==> config.mk <==
export PLATFORM = sky130hd
export DESIGN_NAME = oaht_ctrl_flat
export DESIGN_NICKNAME = d
export VERILOG_FILES = /design/src/rtl/core/oaht_pkg.sv /design/src/rtl/core/oaht_if.sv /design/src/rtl/core/oaht_ctrl.sv /design/src/flat_wrapper.sv
export SDC_FILE = /design/constraint.sdc
export NUM_CORES = 1
export LEC_CHECK = 0
export BUFFER_PORTS_ARGS = -buffer_cell sky130_fd_sc_hd__buf_4
export CAP_MARGIN = 10
export CORE_MARGIN = 4
export CORE_UTILIZATION = 47
export CTS_CLUSTER_SIZE = 8
export DETAILED_ROUTE_END_ITERATION = 10
export GPL_TIMING_DRIVEN = 0
export PLACE_DENSITY = 0.77
export SLEW_MARGIN = 20
export SYNTH_ARGS = -nofsm -noshare
export SYNTH_HDL_FRONTEND = slang
export SYNTH_SLANG_ARGS = --single-unit
==> constraint.sdc <==
create_clock -name clk -period 5.9 [get_ports clk]
set_input_delay 0.295 -clock clk [delete_from_list [all_inputs] [get_ports clk]]
set_output_delay 0.295 -clock clk [all_outputs]
set_load 0.005 [all_outputs]
==> src/rtl/core/oaht_pkg.sv <==
// ============================================================================
// oaht_pkg
// Shared widths, codes and types of the open-addressing hash table.
// ============================================================================
`default_nettype none

package oaht_pkg;

    // Field widths fixed by the channel definitions.
    localparam int KIND_W        = 2;
    localparam int KEY_W         = 64;
    localparam int HASH_W        = 64;
    localparam int INDEX_W       = 10;
    localparam int STATUS_W      = 2;
    localparam int ENTRIES_W     = 11;
    localparam int SLOT_BITS_W   = 4;

    // Defaults of the top-level parameters.
    localparam int LOG2_MAX_SLOTS_DEF = 10;
    localparam int KEY_WIDTH_DEF      = 64;

    // Probing constants.
    localparam int MIN_SLOT_BITS = 2;
    localparam int PERTURB_SHIFT = 5;
    localparam int PROBE_SLACK   = 13;

    localparam logic [SLOT_BITS_W-1:0] SLOT_BITS_RESET = 4'd2;

    // Epoch tag kept with every slot; a slot is occupied when its tag equals
    // the current epoch. Tag zero is never a live epoch.
    localparam int EPOCH_W = 8;
    localparam logic [EPOCH_W-1:0] EPOCH_NONE  = '0;
    localparam logic [EPOCH_W-1:0] EPOCH_FIRST = 8'd1;
    localparam logic [EPOCH_W-1:0] EPOCH_LAST  = '1;

    // Item kinds.
    localparam logic [KIND_W-1:0] KIND_CLEAR  = 2'd0;
    localparam logic [KIND_W-1:0] KIND_INSERT = 2'd1;
    localparam logic [KIND_W-1:0] KIND_LOOKUP = 2'd2;

    // Result status codes.
    localparam logic [STATUS_W-1:0] STATUS_OK   = 2'd0;
    localparam logic [STATUS_W-1:0] STATUS_MISS = 2'd1;
    localparam logic [STATUS_W-1:0] STATUS_FULL = 2'd2;

    typedef struct packed {
        logic [STATUS_W-1:0]  status;
        logic [INDEX_W-1:0]   found_index;
        logic [ENTRIES_W-1:0] entries_used;
    } res_t;

    typedef struct packed {
        logic rd_en;
        logic wr_en;
    } mem_ctrl_t;

endpackage

`default_nettype wire

==> src/rtl/core/oaht_if.sv <==
// ============================================================================
// oaht_if
// Valid/ready channel interfaces of the hash table: request, response and
// configuration write.
// ============================================================================
`default_nettype none

interface oaht_in_if import oaht_pkg::*; ();
    logic                valid;
    logic                ready;
    logic [KIND_W-1:0]   kind;
    logic [KEY_W-1:0]    key;
    logic [HASH_W-1:0]   hash;
    logic [INDEX_W-1:0]  store_index;

    modport source (output valid, kind, key, hash, store_index, input ready);
    modport sink   (input valid, kind, key, hash, store_index, output ready);
endinterface


`default_nettype wire

==> src/rtl/core/oaht_ctrl.sv <==
// ============================================================================
// oaht_ctrl
// Probe sequencer: walks the perturbation probe chain through the slot
// store, commits inserts, tracks the epoch and runs the clearing sweep.
// ============================================================================
`default_nettype none

module oaht_ctrl import oaht_pkg::*; #(
    parameter int LOG2_MAX_SLOTS = LOG2_MAX_SLOTS_DEF,
    parameter int KEY_WIDTH      = KEY_WIDTH_DEF
) (
    input  wire logic                      clk,
    input  wire logic                      rst_n,
    oaht_in_if.sink                        req,
    input  wire logic [SLOT_BITS_W-1:0]    slot_bits,
    output logic                           res_valid,
    input  wire logic                      res_ready,
    output res_t                           res,
    output mem_ctrl_t                      mem_ctrl,
    output logic      [LOG2_MAX_SLOTS-1:0] mem_rd_addr,
    output logic      [LOG2_MAX_SLOTS-1:0] mem_wr_addr,
    output logic      [EPOCH_W-1:0]        mem_wr_tag,
    output logic      [KEY_WIDTH-1:0]      mem_wr_key,
    output logic      [HASH_W-1:0]         mem_wr_hash,
    output logic      [INDEX_W-1:0]        mem_wr_index,
    input  wire logic [EPOCH_W-1:0]        mem_rd_tag,
    input  wire logic [KEY_WIDTH-1:0]      mem_rd_key,
    input  wire logic [HASH_W-1:0]         mem_rd_hash,
    input  wire logic [INDEX_W-1:0]        mem_rd_index
);

    localparam int L       = LOG2_MAX_SLOTS;
    localparam int PW      = LOG2_MAX_SLOTS + 5;
    localparam int BITS_W  = 5;

    localparam logic [2:0] S_INIT  = 3'd0;
    localparam logic [2:0] S_IDLE  = 3'd1;
    localparam logic [2:0] S_PROBE = 3'd2;
    localparam logic [2:0] S_SWEEP = 3'd3;
    localparam logic [2:0] S_RESP  = 3'd4;

    logic [2:0]         state_reg, state_next;
    logic [EPOCH_W-1:0] epoch_reg, epoch_next;
    logic [L:0]         used_reg, used_next;
    logic [L-1:0]       sweep_reg, sweep_next;

    logic [KIND_W-1:0]  kind_reg, kind_next;
    logic [KEY_WIDTH-1:0] key_reg, key_next;
    logic [HASH_W-1:0]  hash_reg, hash_next;
    logic [INDEX_W-1:0] idx_reg, idx_next;
    logic [HASH_W-1:0]  perturb_reg, perturb_next;
    logic [L-1:0]       slot_reg, slot_next;
    logic [L-1:0]       mask_reg, mask_next;
    logic [PW-1:0]      cnt_reg, cnt_next;
    logic [PW-1:0]      lim_reg, lim_next;
    res_t               res_reg, res_next;

    logic [BITS_W-1:0]  eff_bits;
    logic [L-1:0]       cur_mask;
    logic [PW-1:0]      cur_lim;
    logic [HASH_W-1:0]  perturb_shr;
    logic [L-1:0]       step_slot;
    logic               slot_live;
    logic               slot_hit;
    logic               accept;

    // Slot bits clamped to the supported range.
    always_comb
    begin
        eff_bits = {1'b0, slot_bits};
        if (eff_bits < BITS_W'(MIN_SLOT_BITS))
        begin
            eff_bits = BITS_W'(MIN_SLOT_BITS);
        end
        else if (eff_bits > BITS_W'(L))
        begin
            eff_bits = BITS_W'(L);
        end
    end

    assign cur_mask = {L{1'b1}} >> (BITS_W'(L) - eff_bits);
    assign cur_lim  = (PW'(1) << eff_bits) + PW'(PROBE_SLACK);

    // Next probe: 5 * slot + 1 + perturb, formed as a shift and add.
    assign perturb_shr = perturb_reg >> PERTURB_SHIFT;
    assign step_slot   = ((slot_reg << 2) + slot_reg + L'(1) + perturb_shr[L-1:0]) & mask_reg;

    assign slot_live = (mem_rd_tag == epoch_reg);
    assign slot_hit  = slot_live && (mem_rd_hash == hash_reg) && (mem_rd_key == key_reg);

    assign req.ready = (state_reg == S_IDLE);
    assign accept    = req.valid && req.ready;
    assign res_valid = (state_reg == S_RESP);
    assign res       = res_reg;

    always_comb
    begin
        state_next   = state_reg;
        epoch_next   = epoch_reg;
        used_next    = used_reg;
        sweep_next   = sweep_reg;
        kind_next    = kind_reg;
        key_next     = key_reg;
        hash_next    = hash_reg;
        idx_next     = idx_reg;
        perturb_next = perturb_reg;
        slot_next    = slot_reg;
        mask_next    = mask_reg;
        cnt_next     = cnt_reg;
        lim_next     = lim_reg;
        res_next     = res_reg;

        mem_ctrl     = '0;
        mem_rd_addr  = slot_reg;
        mem_wr_addr  = slot_reg;
        mem_wr_tag   = epoch_reg;
        mem_wr_key   = key_reg;
        mem_wr_hash  = hash_reg;
        mem_wr_index = idx_reg;

        unique case (state_reg) inside
            S_INIT, S_SWEEP:
            begin
                mem_ctrl.wr_en = 1'b1;
                mem_wr_addr    = sweep_reg;
                mem_wr_tag     = EPOCH_NONE;
                mem_wr_key     = '0;
                mem_wr_hash    = '0;
                mem_wr_index   = '0;
                sweep_next     = sweep_reg + L'(1);
                if (&sweep_reg)
                begin
                    epoch_next = EPOCH_FIRST;
                    state_next = (state_reg == S_INIT) ? S_IDLE : S_RESP;
                end
            end
            S_IDLE:
            begin
                if (accept)
                begin
                    kind_next = req.kind;
                    res_next  = '{status: STATUS_OK, found_index: '0,
                                  entries_used: ENTRIES_W'(used_reg)};
                    unique case (req.kind) inside
                        KIND_CLEAR:
                        begin
                            used_next             = '0;
                            res_next.entries_used = '0;
                            if (epoch_reg == EPOCH_LAST)
                            begin
                                sweep_next = '0;
                                state_next = S_SWEEP;
                            end
                            else
                            begin
                                epoch_next = epoch_reg + EPOCH_W'(1);
                                state_next = S_RESP;
                            end
                        end
                        KIND_INSERT, KIND_LOOKUP:
                        begin
                            key_next       = req.key[KEY_WIDTH-1:0];
                            hash_next      = req.hash;
                            idx_next       = req.store_index;
                            perturb_next   = req.hash;
                            slot_next      = req.hash[L-1:0] & cur_mask;
                            mask_next      = cur_mask;
                            lim_next       = cur_lim;
                            cnt_next       = '0;
                            mem_ctrl.rd_en = 1'b1;
                            mem_rd_addr    = req.hash[L-1:0] & cur_mask;
                            state_next     = S_PROBE;
                        end
                        default:
                        begin
                            state_next = S_RESP;
                        end
                    endcase
                end
            end
            S_PROBE:
            begin
                if (!slot_live)
                begin
                    state_next = S_RESP;
                    if (kind_reg == KIND_INSERT)
                    begin
                        mem_ctrl.wr_en        = 1'b1;
                        used_next             = used_reg + (L+1)'(1);
                        res_next.entries_used = ENTRIES_W'(used_reg + (L+1)'(1));
                    end
                    else
                    begin
                        res_next.status = STATUS_MISS;
                    end
                end
                else if ((kind_reg == KIND_LOOKUP) && slot_hit)
                begin
                    res_next.found_index = mem_rd_index;
                    state_next           = S_RESP;
                end
                else if (cnt_reg + PW'(1) == lim_reg)
                begin
                    res_next.status = (kind_reg == KIND_INSERT) ? STATUS_FULL : STATUS_MISS;
                    state_next      = S_RESP;
                end
                else
                begin
                    perturb_next   = perturb_shr;
                    slot_next      = step_slot;
                    cnt_next       = cnt_reg + PW'(1);
                    mem_ctrl.rd_en = 1'b1;
                    mem_rd_addr    = step_slot;
                end
            end
            S_RESP:
            begin
                if (res_ready)
                begin
                    state_next = S_IDLE;
                end
            end
            default:
            begin
                state_next = S_IDLE;
            end
        endcase
    end

    always_ff @(posedge clk or negedge rst_n)
    begin
        if (!rst_n)
        begin
            state_reg <= S_INIT;
            epoch_reg <= EPOCH_FIRST;
            used_reg  <= '0;
            sweep_reg <= '0;
        end
        else
        begin
            state_reg <= state_next;
            epoch_reg <= epoch_next;
            used_reg  <= used_next;
            sweep_reg <= sweep_next;
        end
    end

    always_ff @(posedge clk)
    begin
        kind_reg    <= kind_next;
        key_reg     <= key_next;
        hash_reg    <= hash_next;
        idx_reg     <= idx_next;
        perturb_reg <= perturb_next;
        slot_reg    <= slot_next;
        mask_reg    <= mask_next;
        cnt_reg     <= cnt_next;
        lim_reg     <= lim_next;
        res_reg     <= res_next;
    end

endmodule

`default_nettype wire

==> src/flat_wrapper.sv <==
// flat-port wrapper written by rule: the top's interface ports become plain ports
module oaht_ctrl_flat import oaht_pkg::*;
#(
    parameter int LOG2_MAX_SLOTS = LOG2_MAX_SLOTS_DEF,
    parameter int KEY_WIDTH      = KEY_WIDTH_DEF
)
  (clk, rst_n, slot_bits, res_valid, res_ready, res, mem_ctrl, mem_rd_addr, mem_wr_addr, mem_wr_tag, mem_wr_key, mem_wr_hash, mem_wr_index, mem_rd_tag, mem_rd_key, mem_rd_hash, mem_rd_index, req_valid, req_kind, req_key, req_hash, req_store_index, req_ready);
  oaht_in_if req_i ();
  input  wire logic clk;
  input  wire logic rst_n;
  input  wire logic [SLOT_BITS_W-1:0] slot_bits;
  output logic res_valid;
  input  wire logic res_ready;
  output res_t res;
  output mem_ctrl_t mem_ctrl;
  output logic      [LOG2_MAX_SLOTS-1:0] mem_rd_addr;
  output logic      [LOG2_MAX_SLOTS-1:0] mem_wr_addr;
  output logic      [EPOCH_W-1:0] mem_wr_tag;
  output logic      [KEY_WIDTH-1:0] mem_wr_key;
  output logic      [HASH_W-1:0] mem_wr_hash;
  output logic      [INDEX_W-1:0] mem_wr_index;
  input  wire logic [EPOCH_W-1:0] mem_rd_tag;
  input  wire logic [KEY_WIDTH-1:0] mem_rd_key;
  input  wire logic [HASH_W-1:0] mem_rd_hash;
  input  wire logic [INDEX_W-1:0] mem_rd_index;
  input wire logic [$bits(req_i.valid)-1:0] req_valid;
  input wire logic [$bits(req_i.kind)-1:0] req_kind;
  input wire logic [$bits(req_i.key)-1:0] req_key;
  input wire logic [$bits(req_i.hash)-1:0] req_hash;
  input wire logic [$bits(req_i.store_index)-1:0] req_store_index;
  output wire logic [$bits(req_i.ready)-1:0] req_ready;
  assign req_i.valid = req_valid;
  assign req_i.kind = req_kind;
  assign req_i.key = req_key;
  assign req_i.hash = req_hash;
  assign req_i.store_index = req_store_index;
  assign req_ready = req_i.ready;
  oaht_ctrl #(.LOG2_MAX_SLOTS(LOG2_MAX_SLOTS), .KEY_WIDTH(KEY_WIDTH)) u_core (.clk(clk), .rst_n(rst_n), .req(req_i), .slot_bits(slot_bits), .res_valid(res_valid), .res_ready(res_ready), .res(res), .mem_ctrl(mem_ctrl), .mem_rd_addr(mem_rd_addr), .mem_wr_addr(mem_wr_addr), .mem_wr_tag(mem_wr_tag), .mem_wr_key(mem_wr_key), .mem_wr_hash(mem_wr_hash), .mem_wr_index(mem_wr_index), .mem_rd_tag(mem_rd_tag), .mem_rd_key(mem_rd_key), .mem_rd_hash(mem_rd_hash), .mem_rd_index(mem_rd_index));
endmodule
* Yosys cells after proc, flatten, opt, wreduce, memory -nomap -nowiden
Cells that the tools add are included.
Cells by class: $add $sub $neg 9, magnitude comparators 2, equality and inequality tests 30, shift operators 2, muxes and demuxes 67, bitwise gates (word level) 2, reduce and logical (&&, ||, !) cells 20
Operator list (count):
- 2-to-1 mux 64 bit | 7
- equality test 64 bit | 2
- one-hot mux 64 bit (2 select lines) | 1
- 2-to-1 mux 10 bit | 12
- 2-to-1 mux 15 bit | 5
- one-hot mux 23 bit (2 select lines) | 1
- 2-to-1 mux 11 bit | 4
- 2-to-1 mux 8 bit | 5
- one-hot mux 10 bit (2 select lines) | 2
- one-hot mux 15 bit (2 select lines) | 1
- 2-to-1 mux 3 bit | 8
- 2-to-1 mux 23 bit | 1
- one-hot mux 11 bit (2 select lines) | 1
- adder 10 x 1 -> 10 bit, second input constant | 2
- adder 10 bit | 2
- AND 10 bit | 2
- != test 2 bit, second input constant | 10
- one-hot mux 8 bit (2 select lines) | 1
- AND reduction 4 bit | 4
- adder 15 x 1 -> 15 bit, second input constant | 1
- adder 15 x 5 -> 15 bit, second input constant | 1
- equality test 15 bit | 1
- << shifter 1 x 4 -> 15 bit, first input constant | 1
- one-hot mux 3 bit (4 select lines) | 1
- other kinds (32) | 56
Storage, ports and cells: register bits after elaboration 309, input port bits 294, output and inout bits 193, logic and storage cells 148

* Depth between registers and ports, before layout
word-level depth 9, gate-level depth with buffers 13, mapped depth without buffers 13

* Worst setup path after synthesis
OpenSTA, ideal clock, no wires.
kind reg-to-reg, start register u_core.cnt_reg[0], end register u_core.cnt_reg[0] (enable), setup time 0.514 ns, arrival 5.355 ns, required time 5.386 ns, setup slack 0.030 ns, stages on the path, launching flop included 11, cell sequence edfxtp_1 -> ha_1 -> nand3_1 -> nor3_1 -> xnor2_1 -> o211ai_1 -> or3b_4 -> o22ai_4 -> buf_6 -> o21ai_1 -> nor2b_1
Between the ends: cells in the longest elaborated chain, start to end 4
Ends and longest elaborated chain:
- start, declared | RTL line oaht_ctrl.sv:54 | logic [PW-1:0] cnt_reg, cnt_next;
- start signal, assigned | RTL line oaht_ctrl.sv:257 | cnt_reg <= cnt_next;
- adder 15 x 1 -> 15 bit | RTL line oaht_ctrl.sv:202 | else if (cnt_reg + PW'(1) == lim_reg)
- equality test 15 bit | RTL line oaht_ctrl.sv:202
- != test 2 bit (no source line)
- AND reduction 6 bit (no source line)
No other way between the ends. A chain may end at the register's enable or synchronous reset.

* Worst setup path in the final report
start register u_core.key_reg[19], end output port mem_rd_addr[1]
Between the ends: cells in the longest elaborated chain, start to end 6
Ends and longest elaborated chain:
- start, declared | RTL line oaht_ctrl.sv:48 | logic [KEY_WIDTH-1:0] key_reg, key_next;
- start signal, assigned | RTL line oaht_ctrl.sv:251 | key_reg <= key_next;
- equality test 64 bit | RTL line oaht_ctrl.sv:89 | assign slot_hit = slot_live && (mem_rd_hash == hash_reg) && (mem_rd_key == key_reg);
- logical AND 1 bit | RTL line oaht_ctrl.sv:89
- logical AND 1 bit | RTL line oaht_ctrl.sv:197 | else if ((kind_reg == KIND_LOOKUP) && slot_hit)
- 2-to-1 mux 10 bit (2 in a row)
- one-hot mux 10 bit (2 select lines) | RTL line oaht_ctrl.sv:121 | unique case (state_reg) inside
- end, declared | RTL line flat_wrapper.sv:16 | output logic [LOG2_MAX_SLOTS-1:0] mem_rd_addr;
No other way between the ends.

==> results.py <==
metrics = {
    "outcome": {
        "outcome": "finished, final reports clean",
    },
    "worst_setup_path": {
        "timing.critical_path.to_type": "output port",
        "rr_worst_depth": 11,
        "worst_ep_required_time_ns": 5.61,
        "critical_path_class": "register to output port",
        "worstPathArrival_ns": 4.39,
        "timing.reg2reg.setup_slack_ns": 1.58,
        "setup.worst_path.start_class": "register",
        "worst_r2r_startpoint": "u_core.key_reg[19]$_DFFE_PP_",
        "worst_r2r_endpoint": "u_core.perturb_reg[59]$_SDFFCE_PP0P_",
        "worst-path-max-fanout": 10,
    },
    "synthesis": {
        "synthDistinctLibCells": 68,
        "synth-edff-count": 261,
        "synthCells": 1494,
        "post_synth_most_frequent_cells": "sky130_fd_sc_hd__edfxtp_1 (261), sky130_fd_sc_hd__nand2_1 (251), sky130_fd_sc_hd__and2_1 (146)",
        "synthesis.area_sq_um": 16000,
        "synth_mux_area_share_pct": 1.29,
        "ys.warnings.count": 0,
        "synth_simple_gate_area_share_pct": 25.2,
        "post-synth-top-area-cell": "sky130_fd_sc_hd__edfxtp_1",
        "post_synth_xor_area_fraction_pct": 7.47,
        "ys_top_cells_by_area": "sky130_fd_sc_hd__edfxtp_1 (49%), sky130_fd_sc_hd__nand2_1 (5.9%), sky130_fd_sc_hd__and2_1 (5.7%), sky130_fd_sc_hd__dfrtp_1 (4.9%), sky130_fd_sc_hd__xor2_1 (4.6%)",
        "synth-compound-area-share_pct": 5.04,
        "synth_top_flop_cell": "sky130_fd_sc_hd__edfxtp_1",
        "synth_top_cell_area_share_pct": 49.1,
        "combinational_family_with_the_most_area_after_synthesis": "simple AND/OR/NAND/NOR gates",
        "synth_most_common_cell": "sky130_fd_sc_hd__edfxtp_1",
        "ys_ff_latch": 303,
        "ys_seq_area_share_pct": 55.4,
        "synth_adder_area_share_pct": 2.81,
        "ys_async_sr_fraction_pct": 10.6,
        "postSynthAreaPerCell_sq_um": 10.7,
    },
    "drt": {
        "drt_first_iter_violations": 1515,
        "detail_route.wirelength_microns": 67300,
        "post_dr_vias_cell": 5.64,
        "detail_route.wl_per_cell_microns": 25.5,
        "ant_nets": 0,
        "first_pass_iters": 7,
        "route.vias.total": 14922,
        "drc": 0,
    },
    "pwr": {
        "pwr-share-clk_pct": 24.8,
        "swShare_pct": 36.3,
        "design_power_total_mw": 9.17,
        "internal-power_mw": 5.85,
        "vdd_ir_drop_max_v": 0.000263,
        "switchingPower_mw": 3.33,
        "power.combinational.fraction_pct": 40.4,
        "power_share_of_the_sequential_group_pct": 34.8,
        "power.leakage_nw": 9.61,
        "power-per-cell-area_nw_per_um2": 401,
    },
    "sta": {
        "setup_ws_ns": 1.22,
        "finalWorstPathRequiredPeriod_ns": 4.68,
        "achievable-frequency_mhz": 213,
        "setup-violations-final": 0,
        "hold_violations": 0,
        "grt_setup_unrepaired": "false",
        "final_slew_viol_count": 0,
        "finalCritPeriodShare_pct": 79.4,
        "slew_headroom_pct": 32.8,
        "setup-tns-final_ns": 0,
        "timing_worst_slew_pin_value_ns": 1.01,
        "finClkSkew_ns": 0.0295,
    },
    "final_layout": {
        "drive_above_1_share_pct": 26.2,
        "nFillCells": 2440,
        "syn2layout_area_growth_pct": 43.6,
        "final_core_util_pct": 68.3,
        "net_total_in_the_final_layout": 2497,
    },
    "worst_hold_path": {
        "min_path_cells": 1,
        "hold_path_class": "input port to register",
        "timing.hold.worst_endpoint": "u_core.hash_reg[9]$_DFFE_PP_",
        "hold_path.startpoint": "req_hash[9]",
    },
    "global_routing": {
        "grt_antenna_before_repair": 12,
        "number_of_global_route_vias_before_repair": 14847,
        "global_route_wire_length_before_repair_microns": 95000,
        "maximum_number_of_pins_on_one_net_before_global_route_repair": 97,
        "global_route.usage.total_pct": 35.0,
        "grt.overflow.total": 0,
    },
    "clock_tree": {
        "cts_max_path_buffers": 3,
        "clock_pin_slew_on_the_worst_setup_and_hold_paths_ns": 0.06,
        "tritoncts": "built",
        "cts.root.buffer_cell": "sky130_fd_sc_hd__clkbuf_16",
        "cts_made_buffers": 43,
        "postCtsSetupRepairBufs": 0,
        "clk_latency_ns": 0.56,
        "cts_max_level": 2,
        "clock_sinks": 303,
    },
    "floorplan": {
        "floorplan.die_area_sq_um": 37000,
        "std_cell_rows": 67,
        "floorplan.initialDensity_pct": 47.6,
        "dieWidth_microns": 192,
        "die_height_microns": 192,
        "io_pins": 487,
        "area_of_the_placeable_core_sq_um": 33500,
    },
    "place": {
        "place.gp.congestion": 0.979,
        "place.port_buffers": 486,
        "detailedPlace.worstSlack_ns": 1.67,
        "detailed_place_hpwl_microns": 51900,
    },
    "run": {
        "drv_cap": 0,
    },
}
==> worst max path at each step <==
| stage | start | cells past startpoint | end | slack, ns |
|---|---|---|---|---|
| after floorplan | u_core.cnt_reg[0]$_SDFFCE_PN0P_ | 10 | u_core.cnt_reg[0]$_SDFFCE_PN0P_ | 0.03 |
| after global placement | u_core.state_reg[0]$_DFFE_PN0P_ | 12 | mem_rd_addr[3] | -2.21 |
| after CTS | u_core.key_reg[19]$_DFFE_PP_ | 10 | mem_rd_addr[1] | 1.27 |
| after detailed placement | u_core.key_reg[19]$_DFFE_PP_ | 11 | u_core.perturb_reg[59]$_SDFFCE_PP0P_ | 1.67 |
| final | u_core.key_reg[19]$_DFFE_PP_ | 10 | mem_rd_addr[1] | 1.22 |
| after global routing | u_core.key_reg[19]$_DFFE_PP_ | 10 | mem_rd_addr[1] | 1.17 |
==> layout by cell type (no fill, tap or decap), drive strengths merged, types with 51 or more instances in the layout <==
master,count
and2,146
buf,502
clkbuf,98
dlygate4sd3,140
edfxtp,261
inv,62
nand2,251
nor2,86
nor2b,69
nor4,51
xnor2,52
xor2,84
==> stage by stage <==
stage | area [sq um] | hold WS, ns | cells
final | 22900 | 0.0215 | 2644
after global routing | 22900 | 0.00404 | 2643
after CTS | 22900 | 0.00472 | 2637
after detailed placement | 20300 | 0.256 | 2435
after global placement | 20200 | 0.255 | 2430
after floorplan | 16000 | -0.000591 | 1496
==> critical path: stages, from the launching register on <==
cell and delay, ns:
sky130_fd_sc_hd__edfxtp_1 0.43, sky130_fd_sc_hd__nor2b_1 0.23, sky130_fd_sc_hd__a2111oi_0 0.58, sky130_fd_sc_hd__o2111ai_1 0.41
sky130_fd_sc_hd__nor4_1 0.60, sky130_fd_sc_hd__nand4_1 0.43, sky130_fd_sc_hd__o22ai_4 0.42, sky130_fd_sc_hd__buf_6 0.21
sky130_fd_sc_hd__mux2i_1 0.20, sky130_fd_sc_hd__nand3_1 0.15, sky130_fd_sc_hd__buf_4 0.17
==> cell families (layout without fill, tap and decap cells) <==
logic type | after synthesis | in the layout
AOI/OAI and AO/OA | 116 | 116
xor gates and xnor gates | 136 | 136
and+or+nand+nor | 777 | 777
muxes | 18 | 18
DFF | 303 | 303
other | 1 | 10
buffers and inverters | 112 | 805
adders and majority gates | 31 | 31
==> cell type report <==
| class | count | area [sq um] | area share, % |
|---|---|---|---|
| inverter | 62 | 240 | 1.05 |
| multi-input combinational | 1081 | 6690 | 29.2 |
| antenna | 7 | 17.5 | 0.0765 |
| tap | 448 | 561 | 2.45 |
| clock buffer | 59 | 1140 | 4.96 |
| buffer | 50 | 205 | 0.896 |
| clock inverter | 3 | 55.1 | 0.240 |
| sequential | 303 | 8840 | 38.6 |
| timing repair buffer | 631 | 5160 | 22.5 |
==> power groups by stage <==
stage	Sequential, mW	Combinational [mW]	Clock [mW]
CTS	3.17	3.65	2.28
detailed placement	3.21	3.55	0
global route	3.22	3.97	2.38
global placement	3.26	3.44	0
floorplan	3.13	1.74	0
finish	3.19	3.71	2.27
==> layer usage <==
layer	vias to the layer above	global-route usage, %	share of wire [%]
met3	198	7.78	10
met4	0	14.2	4.5
met5	-	0	0
met2	914	57.2	47
met1	7221	45.2	38
li1	6589	-	-
==> what timing repair did <==
action                                 in CTS  in global routing
endpoints found under the hold margin     171                  0
hold buffers                              140                  0
resized for setup                           0                  0
No activity file was read; power rests on OpenSTA's default activity.
